[config.mk]
export PLATFORM = sky130hd
export DESIGN_NAME = dual_rate_gated_animation_ticker_core_flat
export DESIGN_NICKNAME = d
export VERILOG_FILES = /design/src/rtl/drgat_pkg.sv /design/src/rtl/drgat_if.sv /design/src/rtl/dual_rate_gated_animation_ticker_core.sv /design/src/rtl/drgat_div.sv /design/src/flat_wrapper.sv
export SDC_FILE = /design/constraint.sdc
export NUM_CORES = 1
export LEC_CHECK = 0
export ABC_AREA = 1
export BUFFER_PORTS_ARGS = -buffer_cell sky130_fd_sc_hd__buf_4
export CAP_MARGIN = 10
export CORE_MARGIN = 5
export CORE_UTILIZATION = 45
export CTS_CLUSTER_DIAMETER = 80
export DETAILED_ROUTE_END_ITERATION = 8
export GPL_TIMING_DRIVEN = 0
export PLACE_DENSITY_LB_ADDON = 0.3
export REMOVE_ABC_BUFFERS = 1
export SETUP_SLACK_MARGIN = 0.15
export SYNTH_ARGS = -nofsm -noshare
export SYNTH_HDL_FRONTEND = slang
export SYNTH_SLANG_ARGS = --single-unit
[constraint.sdc]
create_clock -name clock -period 11.45 [get_ports clock]
set_input_delay 2.29 -clock clock [delete_from_list [all_inputs] [get_ports clock]]
set_output_delay 2.29 -clock clock [all_outputs]
set_load 0.05 [all_outputs]
[src/rtl/drgat_pkg.sv]
// shared constants and types of the dual rate gated animation ticker
package drgat_pkg;

   // ring counter length and the width of its phase
   localparam int RING_STEPS = 12;
   localparam int PHASE_W    = (RING_STEPS > 2) ? $clog2(RING_STEPS) : 1;

   // field widths
   localparam int TIME_W     = 32;
   localparam int IVAL_W     = 16;
   localparam int PCT_W      = 7;
   localparam int RPHASE_W   = 4;
   localparam int CSR_IDX_W  = 1;

   // fill counter end point
   localparam logic [PCT_W-1:0] FILL_MAX = PCT_W'(100);

   // register reset values
   localparam logic [IVAL_W-1:0] SPIN_RESET = IVAL_W'(80);
   localparam logic [IVAL_W-1:0] PROG_RESET = IVAL_W'(30);

   // register indexes
   localparam logic [CSR_IDX_W-1:0] REG_SPIN = CSR_IDX_W'(0);
   localparam logic [CSR_IDX_W-1:0] REG_PROG = CSR_IDX_W'(1);

   // request codes
   localparam logic REQ_FRAME = 1'b0;
   localparam logic REQ_STOP  = 1'b1;

   // divider sequencing
   localparam int DIV_STEPS = TIME_W;
   localparam int DIV_CNT_W = $clog2(DIV_STEPS);

   // what the shared divider hands back
   typedef struct packed {
      logic [IVAL_W-1:0]  rem;
      logic [PHASE_W-1:0] qmod;
      logic [PCT_W-1:0]   qsat;
      logic               qovf;
   } div_result_type;

endpackage

[src/rtl/drgat_if.sv]
// handshake channels of the ticker: request, response and register write

interface drgat_req_if;
   logic                             valid;
   logic                             ready;
   logic                             req_type;
   logic [drgat_pkg::TIME_W-1:0]     time_ms;

   modport source (output valid, output req_type, output time_ms, input ready);
   modport sink   (input valid, input req_type, input time_ms, output ready);
endinterface

interface drgat_rsp_if;
   logic                             valid;
   logic                             ready;
   logic [drgat_pkg::RPHASE_W-1:0]   ring_phase;
   logic [drgat_pkg::PCT_W-1:0]      percent_done;
   logic                             ring_running;
   logic                             fill_running;
   logic                             want_next_frame;

   modport source (output valid, output ring_phase, output percent_done,
                   output ring_running, output fill_running, output want_next_frame,
                   input ready);
   modport sink   (input valid, input ring_phase, input percent_done,
                   input ring_running, input fill_running, input want_next_frame,
                   output ready);
endinterface

interface drgat_csr_if;
   logic                             valid;
   logic                             ready;
   logic [drgat_pkg::CSR_IDX_W-1:0]  index;
   logic [drgat_pkg::IVAL_W-1:0]     data;

   modport source (output valid, output index, output data, input ready);
   modport sink   (input valid, input index, input data, output ready);
endinterface

[src/rtl/dual_rate_gated_animation_ticker_core.sv]
// top level of the dual rate gated animation ticker: sequencer, state and channels
//
// A frame item runs through these steps from acceptance to its response: the
// elapsed time is latched at acceptance, then the accumulator adds, two passes
// of the shared 32-step restoring divider (start, 32 steps, result) and the
// publishing of the response. When the fill counter reaches 100 the interval
// multiply and subtract steps follow. A pass is skipped for a counter that is
// no longer running. A stop item is answered in the cycle after it is taken.
// A new item is taken once the previous response has been handed over.
// Register writes are always ready and must only happen while no item is in
// flight.
module dual_rate_gated_animation_ticker_core (
   input  logic              clock,
   input  logic              reset,
   drgat_req_if.sink         req_chan,
   drgat_rsp_if.source       rsp_chan,
   drgat_csr_if.sink         csr_chan
);

   // sequencer codes
   localparam logic [3:0] S_IDLE   = 4'd0;
   localparam logic [3:0] S_ADD    = 4'd1;
   localparam logic [3:0] S_RSTART = 4'd2;
   localparam logic [3:0] S_RWAIT  = 4'd3;
   localparam logic [3:0] S_FSTART = 4'd4;
   localparam logic [3:0] S_FWAIT  = 4'd5;
   localparam logic [3:0] S_MUL    = 4'd6;
   localparam logic [3:0] S_FIN    = 4'd7;
   localparam logic [3:0] S_DONE   = 4'd8;

   localparam int TW = drgat_pkg::TIME_W;
   localparam int IW = drgat_pkg::IVAL_W;
   localparam int PW = drgat_pkg::PHASE_W;
   localparam int CW = drgat_pkg::PCT_W;

   logic [3:0]    state_ff, state_in;

   // configuration
   logic [IW-1:0] spin_ff, spin_in;
   logic [IW-1:0] prog_ff, prog_in;

   // ticker state
   logic [TW-1:0] prev_ff, prev_in;
   logic          seeded_ff, seeded_in;
   logic [TW-1:0] ring_acc_ff, ring_acc_in;
   logic [TW-1:0] fill_acc_ff, fill_acc_in;
   logic [PW-1:0] phase_ff, phase_in;
   logic [CW-1:0] pct_ff, pct_in;
   logic          ring_on_ff, ring_on_in;
   logic          fill_on_ff, fill_on_in;

   // per item working registers
   logic [TW-1:0]    dt_ff, dt_in;
   logic             any_ff, any_in;
   logic [CW-1:0]    room_ff, room_in;
   logic [CW+IW-1:0] prod_ff, prod_in;

   // response register
   logic                          rsp_valid_ff, rsp_valid_in;
   logic [drgat_pkg::RPHASE_W-1:0] rsp_phase_ff, rsp_phase_in;
   logic [CW-1:0]                 rsp_pct_ff, rsp_pct_in;
   logic                          rsp_ring_ff, rsp_ring_in;
   logic                          rsp_fill_ff, rsp_fill_in;
   logic                          rsp_want_ff, rsp_want_in;

   // divider hookup
   logic                        div_start;
   logic [TW-1:0]               div_dividend;
   logic [IW-1:0]               div_divisor;
   logic                        div_done;
   drgat_pkg::div_result_type   div_res;

   logic          req_fire;
   logic [IW-1:0] spin_iv;
   logic [IW-1:0] prog_iv;
   logic [TW:0]   ring_sum;
   logic [TW:0]   fill_sum;
   logic [PW:0]   phase_sum;
   logic [CW-1:0] room_now;
   logic          fill_clamp;
   logic [PW+3:0] phase_ext;
   logic          fill_on_next;
   logic          any_next;

   assign req_fire      = req_chan.valid && req_chan.ready;
   assign req_chan.ready = (state_ff == S_IDLE) && !rsp_valid_ff;
   assign csr_chan.ready = 1'b1;

   // a zero interval behaves as one millisecond
   assign spin_iv = (spin_ff == '0) ? IW'(1) : spin_ff;
   assign prog_iv = (prog_ff == '0) ? IW'(1) : prog_ff;

   // divider operand selection
   always_comb begin
      div_start    = (state_ff == S_RSTART) || (state_ff == S_FSTART);
      div_dividend = (state_ff == S_FSTART) ? fill_acc_ff : ring_acc_ff;
      div_divisor  = (state_ff == S_FSTART) ? prog_iv : spin_iv;
   end

   drgat_div u_div (
      .clock    (clock),
      .reset    (reset),
      .start    (div_start),
      .dividend (div_dividend),
      .divisor  (div_divisor),
      .done     (div_done),
      .result   (div_res)
   );

   // helpers for the update steps
   always_comb begin
      ring_sum   = {1'b0, ring_acc_ff} + {1'b0, dt_ff};
      fill_sum   = {1'b0, fill_acc_ff} + {1'b0, dt_ff};
      phase_sum  = {1'b0, phase_ff} + {1'b0, div_res.qmod};
      if (phase_sum >= (PW+1)'(drgat_pkg::RING_STEPS)) begin
         phase_sum = phase_sum - (PW+1)'(drgat_pkg::RING_STEPS);
      end
      room_now   = (pct_ff < drgat_pkg::FILL_MAX) ? (drgat_pkg::FILL_MAX - pct_ff) : '0;
      fill_clamp = div_res.qovf || (div_res.qsat > room_now);
      phase_ext  = {4'b0000, phase_ff};
      fill_on_next = fill_on_ff && (pct_ff < drgat_pkg::FILL_MAX);
      any_next     = any_ff || fill_on_next;
   end

   // sequencer and state updates
   always_comb begin
      state_in     = state_ff;
      spin_in      = spin_ff;
      prog_in      = prog_ff;
      prev_in      = prev_ff;
      seeded_in    = seeded_ff;
      ring_acc_in  = ring_acc_ff;
      fill_acc_in  = fill_acc_ff;
      phase_in     = phase_ff;
      pct_in       = pct_ff;
      ring_on_in   = ring_on_ff;
      fill_on_in   = fill_on_ff;
      dt_in        = dt_ff;
      any_in       = any_ff;
      room_in      = room_ff;
      prod_in      = prod_ff;
      rsp_valid_in = rsp_valid_ff;
      rsp_phase_in = rsp_phase_ff;
      rsp_pct_in   = rsp_pct_ff;
      rsp_ring_in  = rsp_ring_ff;
      rsp_fill_in  = rsp_fill_ff;
      rsp_want_in  = rsp_want_ff;

      // response handed over
      if (rsp_valid_ff && rsp_chan.ready) begin
         rsp_valid_in = 1'b0;
      end

      // register writes
      if (csr_chan.valid) begin
         case (csr_chan.index)
            drgat_pkg::REG_SPIN: spin_in = csr_chan.data;
            drgat_pkg::REG_PROG: prog_in = csr_chan.data;
            default: ;
         endcase
      end

      case (state_ff)
         S_IDLE: begin
            if (req_fire) begin
               if (req_chan.req_type == drgat_pkg::REQ_STOP) begin
                  ring_on_in   = 1'b0;
                  fill_on_in   = 1'b0;
                  rsp_valid_in = 1'b1;
                  rsp_phase_in = phase_ext[3:0];
                  rsp_pct_in   = pct_ff;
                  rsp_ring_in  = 1'b0;
                  rsp_fill_in  = 1'b0;
                  rsp_want_in  = 1'b0;
               end else begin
                  dt_in     = seeded_ff ? (req_chan.time_ms - prev_ff) : '0;
                  prev_in   = req_chan.time_ms;
                  seeded_in = 1'b1;
                  any_in    = 1'b0;
                  state_in  = S_ADD;
               end
            end
         end
         S_ADD: begin
            // saturating accumulate for each running counter
            if (ring_on_ff) begin
               ring_acc_in = ring_sum[TW] ? {TW{1'b1}} : ring_sum[TW-1:0];
            end
            if (fill_on_ff) begin
               fill_acc_in = fill_sum[TW] ? {TW{1'b1}} : fill_sum[TW-1:0];
            end
            if (ring_on_ff) begin
               state_in = S_RSTART;
            end else if (fill_on_ff) begin
               state_in = S_FSTART;
            end else begin
               state_in = S_DONE;
            end
         end
         S_RSTART: begin
            state_in = S_RWAIT;
         end
         S_RWAIT: begin
            if (div_done) begin
               ring_acc_in = {{(TW-IW){1'b0}}, div_res.rem};
               phase_in    = phase_sum[PW-1:0];
               any_in      = 1'b1;
               state_in    = fill_on_ff ? S_FSTART : S_DONE;
            end
         end
         S_FSTART: begin
            state_in = S_FWAIT;
         end
         S_FWAIT: begin
            if (div_done) begin
               if (fill_clamp) begin
                  room_in  = room_now;
                  state_in = S_MUL;
               end else begin
                  fill_acc_in = {{(TW-IW){1'b0}}, div_res.rem};
                  pct_in      = pct_ff + div_res.qsat;
                  state_in    = S_DONE;
               end
            end
         end
         S_MUL: begin
            // time spent by the steps that fit before the end point
            prod_in  = room_ff * prog_iv;
            state_in = S_FIN;
         end
         S_FIN: begin
            fill_acc_in = fill_acc_ff - {{(TW-CW-IW){1'b0}}, prod_ff};
            pct_in      = pct_ff + room_ff;
            state_in    = S_DONE;
         end
         S_DONE: begin
            fill_on_in   = fill_on_next;
            any_in       = any_next;
            rsp_valid_in = 1'b1;
            rsp_phase_in = phase_ext[3:0];
            rsp_pct_in   = pct_ff;
            rsp_ring_in  = ring_on_ff;
            rsp_fill_in  = fill_on_next;
            rsp_want_in  = any_next;
            state_in     = S_IDLE;
         end
         default: begin
            state_in = S_IDLE;
         end
      endcase
   end

   // control and state registers
   always_ff @(posedge clock) begin
      if (reset) begin
         state_ff     <= S_IDLE;
         spin_ff      <= drgat_pkg::SPIN_RESET;
         prog_ff      <= drgat_pkg::PROG_RESET;
         prev_ff      <= '0;
         seeded_ff    <= 1'b0;
         ring_acc_ff  <= '0;
         fill_acc_ff  <= '0;
         phase_ff     <= '0;
         pct_ff       <= '0;
         ring_on_ff   <= 1'b1;
         fill_on_ff   <= 1'b1;
         rsp_valid_ff <= 1'b0;
      end else begin
         state_ff     <= state_in;
         spin_ff      <= spin_in;
         prog_ff      <= prog_in;
         prev_ff      <= prev_in;
         seeded_ff    <= seeded_in;
         ring_acc_ff  <= ring_acc_in;
         fill_acc_ff  <= fill_acc_in;
         phase_ff     <= phase_in;
         pct_ff       <= pct_in;
         ring_on_ff   <= ring_on_in;
         fill_on_ff   <= fill_on_in;
         rsp_valid_ff <= rsp_valid_in;
      end
   end

   // payload registers
   always_ff @(posedge clock) begin
      dt_ff        <= dt_in;
      any_ff       <= any_in;
      room_ff      <= room_in;
      prod_ff      <= prod_in;
      rsp_phase_ff <= rsp_phase_in;
      rsp_pct_ff   <= rsp_pct_in;
      rsp_ring_ff  <= rsp_ring_in;
      rsp_fill_ff  <= rsp_fill_in;
      rsp_want_ff  <= rsp_want_in;
   end

   // response channel
   assign rsp_chan.valid           = rsp_valid_ff;
   assign rsp_chan.ring_phase      = rsp_phase_ff;
   assign rsp_chan.percent_done    = rsp_pct_ff;
   assign rsp_chan.ring_running    = rsp_ring_ff;
   assign rsp_chan.fill_running    = rsp_fill_ff;
   assign rsp_chan.want_next_frame = rsp_want_ff;

   // percentage never passes the end point
   a_pct_max: assert property (@(posedge clock) disable iff (reset)
      pct_ff <= drgat_pkg::FILL_MAX)
      else $error("percentage above end point");

   // phase stays inside the ring
   a_phase_range: assert property (@(posedge clock) disable iff (reset)
      {1'b0, phase_ff} < (PW+1)'(drgat_pkg::RING_STEPS))
      else $error("ring phase out of range");

   // between items a running fill counter is below the end point
   a_fill_idle: assert property (@(posedge clock) disable iff (reset)
      (state_ff == S_IDLE && fill_on_ff) |-> (pct_ff < drgat_pkg::FILL_MAX))
      else $error("fill counter running at end point");

   // every accepted item is either answered or being worked on
   a_item_taken: assert property (@(posedge clock) disable iff (reset)
      req_fire |=> (rsp_valid_ff || state_ff != S_IDLE))
      else $error("accepted item dropped");

   // a response that reports the fill counter running always asks for the next frame
   a_want_fill: assert property (@(posedge clock) disable iff (reset)
      (rsp_valid_ff && rsp_fill_ff) |-> rsp_want_ff)
      else $error("fill running without next frame request");

endmodule

[src/rtl/drgat_div.sv]
// shared restoring divider, one quotient bit per cycle, quotient kept modulo ring and saturated
module drgat_div (
   input  logic                            clock,
   input  logic                            reset,
   input  logic                            start,
   input  logic [drgat_pkg::TIME_W-1:0]    dividend,
   input  logic [drgat_pkg::IVAL_W-1:0]    divisor,
   output logic                            done,
   output drgat_pkg::div_result_type       result
);

   logic                               busy_ff, busy_in;
   logic                               done_ff, done_in;
   logic [drgat_pkg::DIV_CNT_W-1:0]    cnt_ff, cnt_in;
   logic [drgat_pkg::TIME_W-1:0]       dvd_ff, dvd_in;
   logic [drgat_pkg::IVAL_W-1:0]       div_ff, div_in;
   logic [drgat_pkg::IVAL_W-1:0]       rem_ff, rem_in;
   logic [drgat_pkg::PHASE_W-1:0]      qmod_ff, qmod_in;
   logic [drgat_pkg::PCT_W-1:0]        qs_ff, qs_in;
   logic                               ovf_ff, ovf_in;

   logic [drgat_pkg::IVAL_W:0]         partial;
   logic [drgat_pkg::IVAL_W:0]         diff;
   logic                               qbit;
   logic [drgat_pkg::PHASE_W:0]        qmod_dbl;

   // one restoring step
   always_comb begin
      partial  = {rem_ff, dvd_ff[drgat_pkg::TIME_W-1]};
      diff     = partial - {1'b0, div_ff};
      qbit     = (partial >= {1'b0, div_ff});
      qmod_dbl = {qmod_ff, qbit};
      if (qmod_dbl >= (drgat_pkg::PHASE_W+1)'(drgat_pkg::RING_STEPS)) begin
         qmod_dbl = qmod_dbl - (drgat_pkg::PHASE_W+1)'(drgat_pkg::RING_STEPS);
      end
   end

   // sequencing of the step counter and working registers
   always_comb begin
      busy_in = busy_ff;
      done_in = 1'b0;
      cnt_in  = cnt_ff;
      dvd_in  = dvd_ff;
      div_in  = div_ff;
      rem_in  = rem_ff;
      qmod_in = qmod_ff;
      qs_in   = qs_ff;
      ovf_in  = ovf_ff;
      if (start) begin
         busy_in = 1'b1;
         cnt_in  = '0;
         dvd_in  = dividend;
         div_in  = divisor;
         rem_in  = '0;
         qmod_in = '0;
         qs_in   = '0;
         ovf_in  = 1'b0;
      end else if (busy_ff) begin
         dvd_in  = {dvd_ff[drgat_pkg::TIME_W-2:0], 1'b0};
         rem_in  = qbit ? diff[drgat_pkg::IVAL_W-1:0] : partial[drgat_pkg::IVAL_W-1:0];
         qmod_in = qmod_dbl[drgat_pkg::PHASE_W-1:0];
         qs_in   = {qs_ff[drgat_pkg::PCT_W-2:0], qbit};
         ovf_in  = ovf_ff | qs_ff[drgat_pkg::PCT_W-1];
         cnt_in  = cnt_ff + 1'b1;
         if (cnt_ff == drgat_pkg::DIV_CNT_W'(drgat_pkg::DIV_STEPS-1)) begin
            busy_in = 1'b0;
            done_in = 1'b1;
         end
      end
   end

   // control registers
   always_ff @(posedge clock) begin
      if (reset) begin
         busy_ff <= 1'b0;
         done_ff <= 1'b0;
         cnt_ff  <= '0;
      end else begin
         busy_ff <= busy_in;
         done_ff <= done_in;
         cnt_ff  <= cnt_in;
      end
   end

   // datapath registers
   always_ff @(posedge clock) begin
      dvd_ff  <= dvd_in;
      div_ff  <= div_in;
      rem_ff  <= rem_in;
      qmod_ff <= qmod_in;
      qs_ff   <= qs_in;
      ovf_ff  <= ovf_in;
   end

   assign done        = done_ff;
   assign result.rem  = rem_ff;
   assign result.qmod = qmod_ff;
   assign result.qsat = qs_ff;
   assign result.qovf = ovf_ff;

   // remainder always below the divisor once finished
   a_rem_below_div: assert property (@(posedge clock) disable iff (reset)
      done_ff |-> (rem_ff < div_ff))
      else $error("divider remainder not below divisor");

   // quotient modulo stays inside the ring
   a_qmod_range: assert property (@(posedge clock) disable iff (reset)
      busy_ff |-> ({1'b0, qmod_ff} < (drgat_pkg::PHASE_W+1)'(drgat_pkg::RING_STEPS)))
      else $error("divider quotient modulo out of range");

   // busy and done never together
   a_busy_done: assert property (@(posedge clock) disable iff (reset)
      !(busy_ff && done_ff))
      else $error("divider busy while reporting done");

endmodule

[src/flat_wrapper.sv]
// flat-port wrapper written by rule: the top's interface ports become plain ports
module dual_rate_gated_animation_ticker_core_flat 
  (clock, reset, req_chan_valid, req_chan_req_type, req_chan_time_ms, req_chan_ready, rsp_chan_valid, rsp_chan_ring_phase, rsp_chan_percent_done, rsp_chan_ring_running, rsp_chan_fill_running, rsp_chan_want_next_frame, rsp_chan_ready, csr_chan_valid, csr_chan_index, csr_chan_data, csr_chan_ready);
  drgat_req_if req_chan_i ();
  drgat_rsp_if rsp_chan_i ();
  drgat_csr_if csr_chan_i ();
  input  logic clock;
  input  logic reset;
  input wire logic [$bits(req_chan_i.valid)-1:0] req_chan_valid;
  input wire logic [$bits(req_chan_i.req_type)-1:0] req_chan_req_type;
  input wire logic [$bits(req_chan_i.time_ms)-1:0] req_chan_time_ms;
  output wire logic [$bits(req_chan_i.ready)-1:0] req_chan_ready;
  output wire logic [$bits(rsp_chan_i.valid)-1:0] rsp_chan_valid;
  output wire logic [$bits(rsp_chan_i.ring_phase)-1:0] rsp_chan_ring_phase;
  output wire logic [$bits(rsp_chan_i.percent_done)-1:0] rsp_chan_percent_done;
  output wire logic [$bits(rsp_chan_i.ring_running)-1:0] rsp_chan_ring_running;
  output wire logic [$bits(rsp_chan_i.fill_running)-1:0] rsp_chan_fill_running;
  output wire logic [$bits(rsp_chan_i.want_next_frame)-1:0] rsp_chan_want_next_frame;
  input wire logic [$bits(rsp_chan_i.ready)-1:0] rsp_chan_ready;
  input wire logic [$bits(csr_chan_i.valid)-1:0] csr_chan_valid;
  input wire logic [$bits(csr_chan_i.index)-1:0] csr_chan_index;
  input wire logic [$bits(csr_chan_i.data)-1:0] csr_chan_data;
  output wire logic [$bits(csr_chan_i.ready)-1:0] csr_chan_ready;
  assign req_chan_i.valid = req_chan_valid;
  assign req_chan_i.req_type = req_chan_req_type;
  assign req_chan_i.time_ms = req_chan_time_ms;
  assign req_chan_ready = req_chan_i.ready;
  assign rsp_chan_valid = rsp_chan_i.valid;
  assign rsp_chan_ring_phase = rsp_chan_i.ring_phase;
  assign rsp_chan_percent_done = rsp_chan_i.percent_done;
  assign rsp_chan_ring_running = rsp_chan_i.ring_running;
  assign rsp_chan_fill_running = rsp_chan_i.fill_running;
  assign rsp_chan_want_next_frame = rsp_chan_i.want_next_frame;
  assign rsp_chan_i.ready = rsp_chan_ready;
  assign csr_chan_i.valid = csr_chan_valid;
  assign csr_chan_i.index = csr_chan_index;
  assign csr_chan_i.data = csr_chan_data;
  assign csr_chan_ready = csr_chan_i.ready;
  dual_rate_gated_animation_ticker_core u_core (.clock(clock), .reset(reset), .req_chan(req_chan_i), .rsp_chan(rsp_chan_i), .csr_chan(csr_chan_i));
endmodule
==> results.md <==
- Ys flop type: dfxtp_1
- Commonest cells after routing, fill and taps aside: 1132 x nand2_1, 689 x inv_1, 346 x nor2_1
- Starting DRC count in detailed routing: around 2200
- Cells after Synth: approximately 4000
- Reg2reg path depth: 21
- Top Ports: about 70
- Fin Hold WS: ~0.46 ns
- Maximum clock path buffer count: 3
- Post-cts sizing count: 0
- Period utilization: 0.462
- Root buffer cell: clkbuf_16
- Tmin final: around 5.3 ns
- Hold Violations, Final: 0
- Yosys cell types: between 50 and 60
- Design area: approximately 29000 um2
- Placer congestion estimate: 0.987
- VDD IR max: approximately 120 uV
- Pwr Density: roughly 160 nW/um2
- WL/cell: approximately 17 um
- Share of cells above drive strength 1: 0.0506
- Worst rel slew slack: 0.219
- Crit Path Max Fanout: 10
- Initial core utilization: 0.456
- Grt total ovfl: 0
- Synth Warn #: 0
- CTS Sinks: around 310
- Clock Latency Late Sink: between 0.5 and 0.6 ns
- H-tree levels: 2
- Vias per std cell: about 5.3
- Slew @ Worst Pin: 1.17 ns
- Most common cell after layout, fill and taps aside: nand2_1
- CTS tree: yes
- # setup viols final: 0
- Area of the mapped netlist: about 26000 um2
- Largest net degree at the start of global routing: 65
- Drt drc: 0
- Num CTS Buffers: 39
- CP arrival: 5.59 ns
- Die Wd: between 200 and 300 um
- Clock slew seen by the registers of the worst setup and hold paths: 0.06 ns
- CP Launch Type: flip-flop
- Die height: between 200 and 300 um
- Max cap viols: 0
- Critical Path RT: ~12 ns
- Sequential share of the synthesized area: 0.279
- Placed cell area: between 20000 and 30000 um2
- Post-CTS Hold Fix Bufs: 0
- RSZ-0062 raised after global routing: false
- Leak: about 0.015 uW
- Initial antenna violation count: 0
- Share of flip-flops with an asynchronous set or reset: 0
- Number of synthesized flops with an enable pin: 125
- Row count: slightly below 90
- Diode count: 0
- Status: complete, no violations
- Hold path cells: 2
- Final WL: around 80 mm
- Avg Synthesized Cell Area: 6.61 um2
- Max Slew Vio Count: 0
- Via Count: 25300
- All-Layer GR Usage: 0.246
- First-pass detailed-route iteration total: 6
- Final ANT Viol Nets: 0
- Flops & latches, synth: around 310
- First-pass GRT wire length: about 130 mm
- DP HPWL: between 60 and 70 mm
- Worst hold path class: flip-flop to flip-flop
- Core footprint: 57900 um2
- Nets@finish: around 4300
- Critical path type: flip-flop to flip-flop
- Clk_skew: ~0.014 ns
- Setup TNS: 0 ns
- Max Clk Rate: between 150 and 200 MHz
- Area grow syn2layout: 9.40%
- Total power: around 4500 uW
- Vias in the first global route: 23200
- CP endpoint kind: flip-flop
- Die ar.: between 60000 and 70000 um2
- PortBufs: 70
- # Post-CTS Setup Buffers: 0
[critical path, stage by stage, from the launching register on]
cell and delay (ns):
dfxtp_1 0.47, nor4_1 0.38, nand4_1 0.13, nand2_1 0.21, nand2_1 0.11, fa_1 0.53
fa_1 0.54, inv_1 0.06, fa_1 0.53, inv_1 0.06, fa_1 0.53, inv_1 0.05
ha_1 0.36, a21o_1 0.19, inv_1 0.06, o21ai_0 0.11, nand2_1 0.08, nand2_1 0.06
a31oi_1 0.31, o21ai_0 0.13, nand2_1 0.07, nand2_1 0.05
[cell families after synthesis]
logic type / synth area share
buffers and inverters: 0.119
adders and majority gates: 0.151
muxes: 0.000379
xor gates and xnor gates: 0.0226
AOI/OAI and AO/OA: 0.139
DFF: 0.279
and+or+nand+nor: 0.289
other: 0.000142
[cell type report]
class | instances | area, um2
flip-flops and latches | 305 | 7360
well taps | 765 | 957
fillers | 5985 | 29100
clock buffers | 57 | 1210
inverters | 712 | 2680
repair buffers | 75 | 636
multi-input cells | 2871 | 15900
clock inverters | 14 | 133
[metal layers]
layer / vias up / part of all wire / GRT usage
met4: 0 / 0.036 / 0.0834
met1: 11500 / 0.46 / 0.352
met5: - / 0 / 0
li1: 12800 / - / -
met3: 155 / 0.073 / 0.0320
met2: 825 / 0.43 / 0.386
[metrics by stage]
step	worst slack, ns	utilization	cells
final	6.16	0.498	4799
after global routing	5.93	0.498	4799
after CTS	6.19	0.498	4799
after detailed placement	6.20	0.475	4728
after global placement	4.53	0.473	4723
after floorplan	6.86	-	3888
[sequential cells by signal (all words and copies together), names as in the netlist, 4 cells and up]
name	count
u_core.dt_ff	32
u_core.fill_acc_ff	32
u_core.prev_ff	32
u_core.ring_acc_ff	32
u_core.u_div.dvd_ff	32
u_core.prod_ff	23
u_core.prog_ff	16
u_core.spin_ff	16
u_core.u_div.div_ff	16
u_core.u_div.rem_ff	16
u_core.pct_ff	7
u_core.room_ff	7
u_core.rsp_chan.percent_done	7
u_core.u_div.cnt_ff	5
u_core.u_div.qs_ff	5
u_core.phase_ff	4
u_core.rsp_chan.ring_phase	4
u_core.state_ff	4
u_core.u_div.qmod_ff	4
[cell usage after synthesis (2+ instances only)]
library cell	count	area, um2
a211oi_1	2	15.0
a21o_1	8	60.1
a21oi_1	313	1570
a21oi_2	11	96.3
a21oi_4	2	32.5
a31oi_1	7	43.8
and2_1	11	68.8
buf_1	5	18.8
buf_2	16	80.1
buf_4	5	37.5
buf_6	5	56.3
clkbuf_1	75	282
dfxtp_1	180	3600
edfxtp_1	125	3750
fa_1	76	1520
ha_1	197	2460
inv_1	691	2590
inv_2	21	78.8
nand2_1	1132	4250
nand2_2	2	12.5
nand2_4	2	22.5
nand3_1	230	1150
nand3b_1	7	52.6
nand4_1	30	188
nor2_1	348	1310
nor2_2	4	25.0
nor2_4	7	78.8
nor2_8	2	40.0
nor3_1	42	210
nor3_2	3	30.0
nor4_1	13	81.3
o211ai_1	15	113
o21a_1	8	60.1
o21ai_0	234	1170
o21ai_1	41	205
o21bai_1	25	188
o22ai_1	10	62.6
or2_2	6	37.5
xnor2_1	27	236
xor2_1	41	359
[power breakdown]
group	switching [uW]	total, uW	internal [uW]
clock	507	1290	783
combinational	1170	1780	611
sequential	150	1430	1280
total	1830	4510	2680
[worst paths after layout]
| path | end | slack (ns) | startpoint |
|---|---|---|---|
| max reg2reg | u_core.prod_ff[17] | 6.16 | u_core.prog_ff[1] |
| max | u_core.prod_ff[17] | 6.16 | u_core.prog_ff[1] |
| min | u_core.prev_ff[26] | 0.46 | u_core.prev_ff[26] |
| min reg2reg | u_core.prev_ff[26] | 0.46 | u_core.prev_ff[26] |
Note: power is estimated with default switching activity, not from simulation.
